## src/rtl/knee_tone_curve_with_desaturation_unit_macros.svh

```systemverilog
// ----------------------------------------------------------------------------
// Knee tone curve unit assertion macros
// Shared concurrent assertion forms for the tone curve unit.
// ----------------------------------------------------------------------------
`ifndef KNEE_TONE_CURVE_WITH_DESATURATION_UNIT_MACROS_SVH
`define KNEE_TONE_CURVE_WITH_DESATURATION_UNIT_MACROS_SVH

// Same-cycle implication, disabled during reset.
`define KTC_ASSERT_IMP(label, clk, rst_n, ante, cons) \
    label: assert property (@(posedge clk) disable iff (!rst_n) (ante) |-> (cons)) \
        else $error("tone curve assertion failed");

// Next-cycle implication, disabled during reset.
`define KTC_ASSERT_NEXT(label, clk, rst_n, ante, cons) \
    label: assert property (@(posedge clk) disable iff (!rst_n) (ante) |=> (cons)) \
        else $error("tone curve assertion failed");

`endif

```

## src/rtl/ktc_pkg.sv

```systemverilog
// ----------------------------------------------------------------------------
// Knee tone curve package
// Item types, register indexes and datapath widths of the tone curve unit.
// ----------------------------------------------------------------------------
`default_nettype none

package ktc_pkg;

    // Configuration register indexes.
    localparam logic [2:0] CFG_LINEAR_MODE = 3'd0;
    localparam logic [2:0] CFG_SRC_KNEE    = 3'd1;
    localparam logic [2:0] CFG_DST_KNEE    = 3'd2;
    localparam logic [2:0] CFG_PA          = 3'd3;
    localparam logic [2:0] CFG_SLOPE       = 3'd4;
    localparam logic [2:0] CFG_QA          = 3'd5;
    localparam logic [2:0] CFG_QB          = 3'd6;

    localparam int CFG_IDX_W  = 3;
    localparam int CFG_DATA_W = 32;

    // Curve datapath widths.
    localparam int X_W    = 18;
    localparam int ACC_W  = 36;
    localparam int PROD_W = ACC_W + X_W;

    // 3.0 in Q2.16, the hull offset.
    localparam logic [17:0] HULL_THREE = 18'd196608;

    // Divider: 53-bit remainder, 17 quotient bits, one per stage.
    localparam int DIV_W     = 53;
    localparam int DIV_STEPS = 17;

    typedef struct packed {
        logic        [15:0] intensity_in;
        logic signed [15:0] chroma_p_in;
        logic signed [15:0] chroma_t_in;
    } t_pix_in;

    typedef struct packed {
        logic        [15:0] intensity_out;
        logic signed [15:0] chroma_p_out;
        logic signed [15:0] chroma_t_out;
        logic        [15:0] desat_factor;
    } t_pix_out;

    typedef struct packed {
        logic [DIV_W-1:0]     rem;
        logic [DIV_W-1:0]     den;
        logic [DIV_STEPS-1:0] quo;
        logic                 sat;
    } t_div_stage;

    typedef struct packed {
        logic               zero;
        logic        [15:0] iout;
        logic signed [15:0] chroma_p;
        logic signed [15:0] chroma_t;
    } t_side;

endpackage

`default_nettype wire

```

## src/rtl/ktc_div_pipe.sv

```systemverilog
// ----------------------------------------------------------------------------
// Pipelined Q1.16 ratio divider
// Restoring division, one quotient bit per stage, with an overflow flag
// for ratios of two or more.
// ----------------------------------------------------------------------------
`default_nettype none

module ktc_div_pipe import ktc_pkg::*; (
    input  wire logic                 i_clk,
    input  wire logic [DIV_W-1:0]     i_num,
    input  wire logic [DIV_W-1:0]     i_den,
    output logic      [DIV_STEPS-1:0] o_quo,
    output logic                      o_sat
);

    t_div_stage r_stg [DIV_STEPS];

    for (genvar k = 0; k < DIV_STEPS; k++) begin : g_step
        logic [DIV_W-1:0]     w_trial;
        logic [DIV_W-1:0]     w_den;
        logic [DIV_STEPS-1:0] w_quo;
        logic                 w_sat;
        logic                 w_bit;

        // The first step takes the integer bit straight from the numerator.
        if (k == 0) begin : g_first
            assign w_trial = i_num;
            assign w_den   = i_den;
            assign w_quo   = '0;
            assign w_sat   = (i_num >= {i_den[DIV_W-2:0], 1'b0});
        end else begin : g_next
            assign w_trial = {r_stg[k-1].rem[DIV_W-2:0], 1'b0};
            assign w_den   = r_stg[k-1].den;
            assign w_quo   = r_stg[k-1].quo;
            assign w_sat   = r_stg[k-1].sat;
        end

        assign w_bit = (w_trial >= w_den);

        // Subtract when the divisor fits and shift in the quotient bit.
        always_ff @(posedge i_clk) begin
            r_stg[k].rem <= w_bit ? (w_trial - w_den) : w_trial;
            r_stg[k].den <= w_den;
            r_stg[k].quo <= {w_quo[DIV_STEPS-2:0], w_bit};
            r_stg[k].sat <= w_sat;
        end
    end

    assign o_quo = r_stg[DIV_STEPS-1].quo;
    assign o_sat = r_stg[DIV_STEPS-1].sat;

endmodule

`default_nettype wire

```

## config.mk

```make
export PLATFORM = sky130hd
export DESIGN_NAME = ktc_div_pipe
export DESIGN_NICKNAME = d
export VERILOG_FILES = /design/src/rtl/knee_tone_curve_with_desaturation_unit_macros.svh /design/src/rtl/ktc_pkg.sv /design/src/rtl/ktc_div_pipe.sv
export SDC_FILE = /design/constraint.sdc
export NUM_CORES = 2
export LEC_CHECK = 0
export BUFFER_PORTS_ARGS = -buffer_cell sky130_fd_sc_hd__buf_2
export CELL_PAD_IN_SITES_DETAIL_PLACEMENT = 1
export CELL_PAD_IN_SITES_GLOBAL_PLACEMENT = 2
export CORE_MARGIN = 2
export CORE_UTILIZATION = 30
export DETAILED_ROUTE_END_ITERATION = 7
export PLACE_DENSITY = 0.74
export SLEW_MARGIN = 40
export SYNTH_ARGS = -nofsm -noshare
export SYNTH_HDL_FRONTEND = slang
export SYNTH_SLANG_ARGS = --single-unit
```

## constraint.sdc

```tcl
create_clock -name i_clk -period 4.1 [get_ports i_clk]
set_clock_uncertainty 0.1 [all_clocks]
set_input_delay 0.205 -clock i_clk [delete_from_list [all_inputs] [get_ports i_clk]]
set_output_delay 0.205 -clock i_clk [all_outputs]
set_load 0.01 [all_outputs]
```

==> results.txt <==
The maximum vdd ir drop is 0.000440 V. The remaining design rule violation count is 0. On the worst path, the slowest cell contributes a delay of 630 ps.

The clock tree root driver cell is clkbuf_16. The total area inside the core boundary comes to 0.330 mm2. The final count of negative-setup-slack endpoints came out at 0. The effective utilization at floorplan is 0.301. The clock-pin slew reported for the worst setup and hold paths after clock tree synthesis is 60 ps.

The startpoint identified for the worst register-to-register timing path is r_stg[9][71]$_SDFF_PN0_. The number of instances on the worst hold path is 4. The number of antenna violations at the first check in global routing is 6. In this run the most critical hold path is launched from i_num[48]. The class of the most critical hold timing path is in -> reg.

Sorting the synthesized cells by how often they occur yields 1,850 x dfxtp_1, 1,126 x inv_1, 1,079 x a21oi_1. The slack of the worst reg-to-reg path is 100 ps. The floorplan has 211 rows. The average via count per standard cell came out at 4.92.

The nature of the critical path startpoint is an input pin. The instance count of the mapped netlist is 11,400. In the final layout, the share of cells above drive strength 1 is 0.152.

The top cell type's share of synthesized area is 0.372. The pre-CTS worst setup slack came out at -443 ps. TritonCTS built the clock tree. The ratio of final minimum period to clock period came out at 0.987. dfxtp_1 is the most common cell in the netlist. The number of enable-type register cells in the synthesized netlist is 0. The cell leakage power is 0.0567 uW. The global-route congestion overflow total is 0. The clock passes through at most 4 buffers.

The first global-routing pass estimated 521,000 um of wire. In this design, the largest share of critical-path delay is due to compound AO/OA/AOI/OAI gates. The path with the worst hold slack has its endpoint at r_stg[0][119]$_DFF_P_. The number of warnings reported in the yosys synthesis log is 0. After layout, the worst setup slack is 52.1 ps. The die boundary height is 580 um. The wire length per cell after detailed routing came out at 20.0 um. The worst reg2reg path endpoint is r_stg[10][119]$_DFF_P_. The number of buffer and inverter stages on the critical path came out at 4. The total global-route track usage came out at 0.195.

The number of buffers added on ports came out at 124. For the worst setup path, the data arrival time is 4760 ps. On the critical path, the stage with the largest delay is an instance of or4_1. The congestion estimate from routability-driven global placement came to 0.917. In the final layout, the registers with the most flip-flops are r_stg: 1850 flops. The critical path start-end classification is in -> reg.

The highest clock rate is 247 MHz. The area of the die is 0.336 mm2. The number of vias after detailed routing came out at 83,900. The number of nets handed over by synthesis was 12,500. For the worst setup path, the data required time is 4820 ps. In this run the worst setup path begins at i_den[12]. The run finished with clean final reports.

After synthesis, the cell types taking the most area are dfxtp_1 37%, ha_1 12%, a21oi_1 5.4%. The peak fanout along the critical path came out at 6. The violation count after the first detailed-route iteration came out at 2,807.

The worst hold slack across all endpoints is 89.2 ps. Once layout is complete, the utilization of the core stands at 0.368. The H-tree generated during clock tree synthesis spans 4 levels.

The number of hold-slack violations in the final timing report is 0. Ranked by flip-flop count, first place goes to r_stg. The number of maximum-capacitance constraint violations is 0. The shortest clock period the worst path allows after layout came out at 4050 ps. Traced cell by cell, the critical path runs through dlygate4sd3_1, buf_2, inv_1, ha_1, nand4_1, or4_1, a21oi_1, a211o_1, a31oi_2, o21bai_1, a31o_2, a21bo_2, a221oi_1, xor2_1, o21ai_0, dlygate4sd3_1. Among the stages of the critical path, the cell type that occurs most often is dlygate4sd3_1.

The endpoint kind of the worst setup timing path is a flip-flop. The depth of the most critical reg-to-reg path came out at 15. For this design, the sink count on the clock tree is 1,850.

From synthesis to final layout, the design area changed by 22.1%. The synthesized cell area is 0.0995 mm2. The number of buffers added by the clock tree synthesis step is 225. The max-slew violation count came to 0. The die width is 580 um.

For this run, the register share of the synthesized area comes to 0.372. In this run the remaining antenna-violating nets after routing total 0. The final layout contains 13,500 nets. The post-DP HPWL came out at 281,000 um. The final routed wirelength across all metal layers is 340,000 um.

In this run, synthesis produced a sequential element count of 1,850. After synthesis, the mean cell area works out to 8.74 um2. The number of global-route vias before repair is 93,000. The layout has 38,300 filler cells. Entering global routing, the biggest net connects 54 pins.

The synthesized netlist contains 115 unique library cells. The share of async-settable or async-resettable flops after synthesis came out at 0. The post-route non-filler standard cell count is 17,000. The number of flip-flops in the largest register is 1,850. The number of iterations in the first detailed-routing pass came out at 5.

The worst-case headroom to the max-slew limit came out at 0.253. The number of I/O pins is 125. For the pin with the worst max-slew slack, the measured transition is 1120 ps. The number of cells after detailed placement is 16,400. Among all flip-flop cells after synthesis, the most frequent one is dfxtp_1. The power density relative to cell area came out at 897 mW/mm2. Summing internal, switching and leakage power gives 109,000 uW. dfxtp_1 takes more of the synthesized area than any other cell.

The clock latency at the later pin of the worst-skew pair came out at 910 ps.
-- final cells by class --
cell class              count  area (um2)  area share
clock buffers             315        6450      0.0531
flip-flops and latches   1850       37000       0.305
clock inverters            94        1160     0.00954
well taps                4366        5460      0.0450
multi-input cells        7981       56800       0.468
inverters                1128        4230      0.0348
diodes                     39        97.6    0.000803
repair buffers           1272       10200      0.0843
-- kinds of logic after synthesis --
group / share of synthesized area
simple gates: 0.123
compound gates: 0.208
xor+xnor: 0.0663
flops: 0.372
mux: 0.0457
buf+inv: 0.0618
fa+ha+maj: 0.123
-- metrics by stage --
stage | instance area (um2) | setup TNS, ps
2_1_floorplan | 99500 | 0
3_3_place_gp | 111000 | -39440
3_5_place_dp | 111000 | -24950
4_1_cts | 121000 | 0
5_1_grt | 121000 | -34.0
6_report | 121000 | 0
-- worst max path at each step --
stage                             to  depth (start not counted)
5_1_grt        r_stg[0][113]$_DFF_P_                         20
3_3_place_gp   r_stg[12][75]$_DFF_P_                         14
6_report       r_stg[0][121]$_DFF_P_                         16
2_1_floorplan  r_stg[5][121]$_DFF_P_                         13
3_5_place_dp   r_stg[12][79]$_DFF_P_                         15
4_1_cts         r_stg[7][79]$_DFF_P_                         17
-- metal layers --
| metal | share of wire | global-route usage |
|---|---|---|
| met5 | 0 | 0 |
| met1 | 0.37 | 0.188 |
| met3 | 0.020 | 0.0176 |
| met2 | 0.53 | 0.381 |
| met4 | 0.086 | 0.147 |
-- layout by cell type (no fill, tap or decap), types with 274 or more instances in the layout --
cell type and count:
buf_4 885, a21oi_1 1068, ha_1 951, dfxtp_1 1849, inv_1 1126, nor2_1 612
nand2_1 859, o21ai_0 681, xnor2_1 479, a21o_1 540, mux2_2 321, xor2_1 274
-- worst reg2reg max path: cells and delay by family (launching register included) --
| kind | cells | cell delay, ps |
|---|---|---|
| compound gates | 8 | 2050 |
| fa+ha+maj | 1 | 480 |
| buf+inv | 3 | 470 |
| flops | 1 | 340 |
| mux | 1 | 260 |
| simple gates | 1 | 180 |
| xor+xnor | 1 | 50 |
-- repair_timing --
item | CTS | global route
gates resized for setup | 10 | 56
endpoints found under the hold margin | 106 | 0
cloned | 0 | 6
pin swaps | 5 | 15
buffers inserted | 3 | 6
setup endpoints to repair | 216 | 460
hold buffers | 228 | 0
-- power by group --
| part | internal [uW] | leakage, uW | total [uW] | switching, uW |
|---|---|---|---|---|
| Combinational | 27400 | 0.0373 | 61500 | 34200 |
| Sequential | 23700 | 0.0156 | 27100 | 3370 |
| Clock | 12300 | 0.00374 | 20300 | 8070 |
| Total | 63400 | 0.0567 | 109000 | 45600 |
Note: power is estimated with default switching activity, not from simulation.
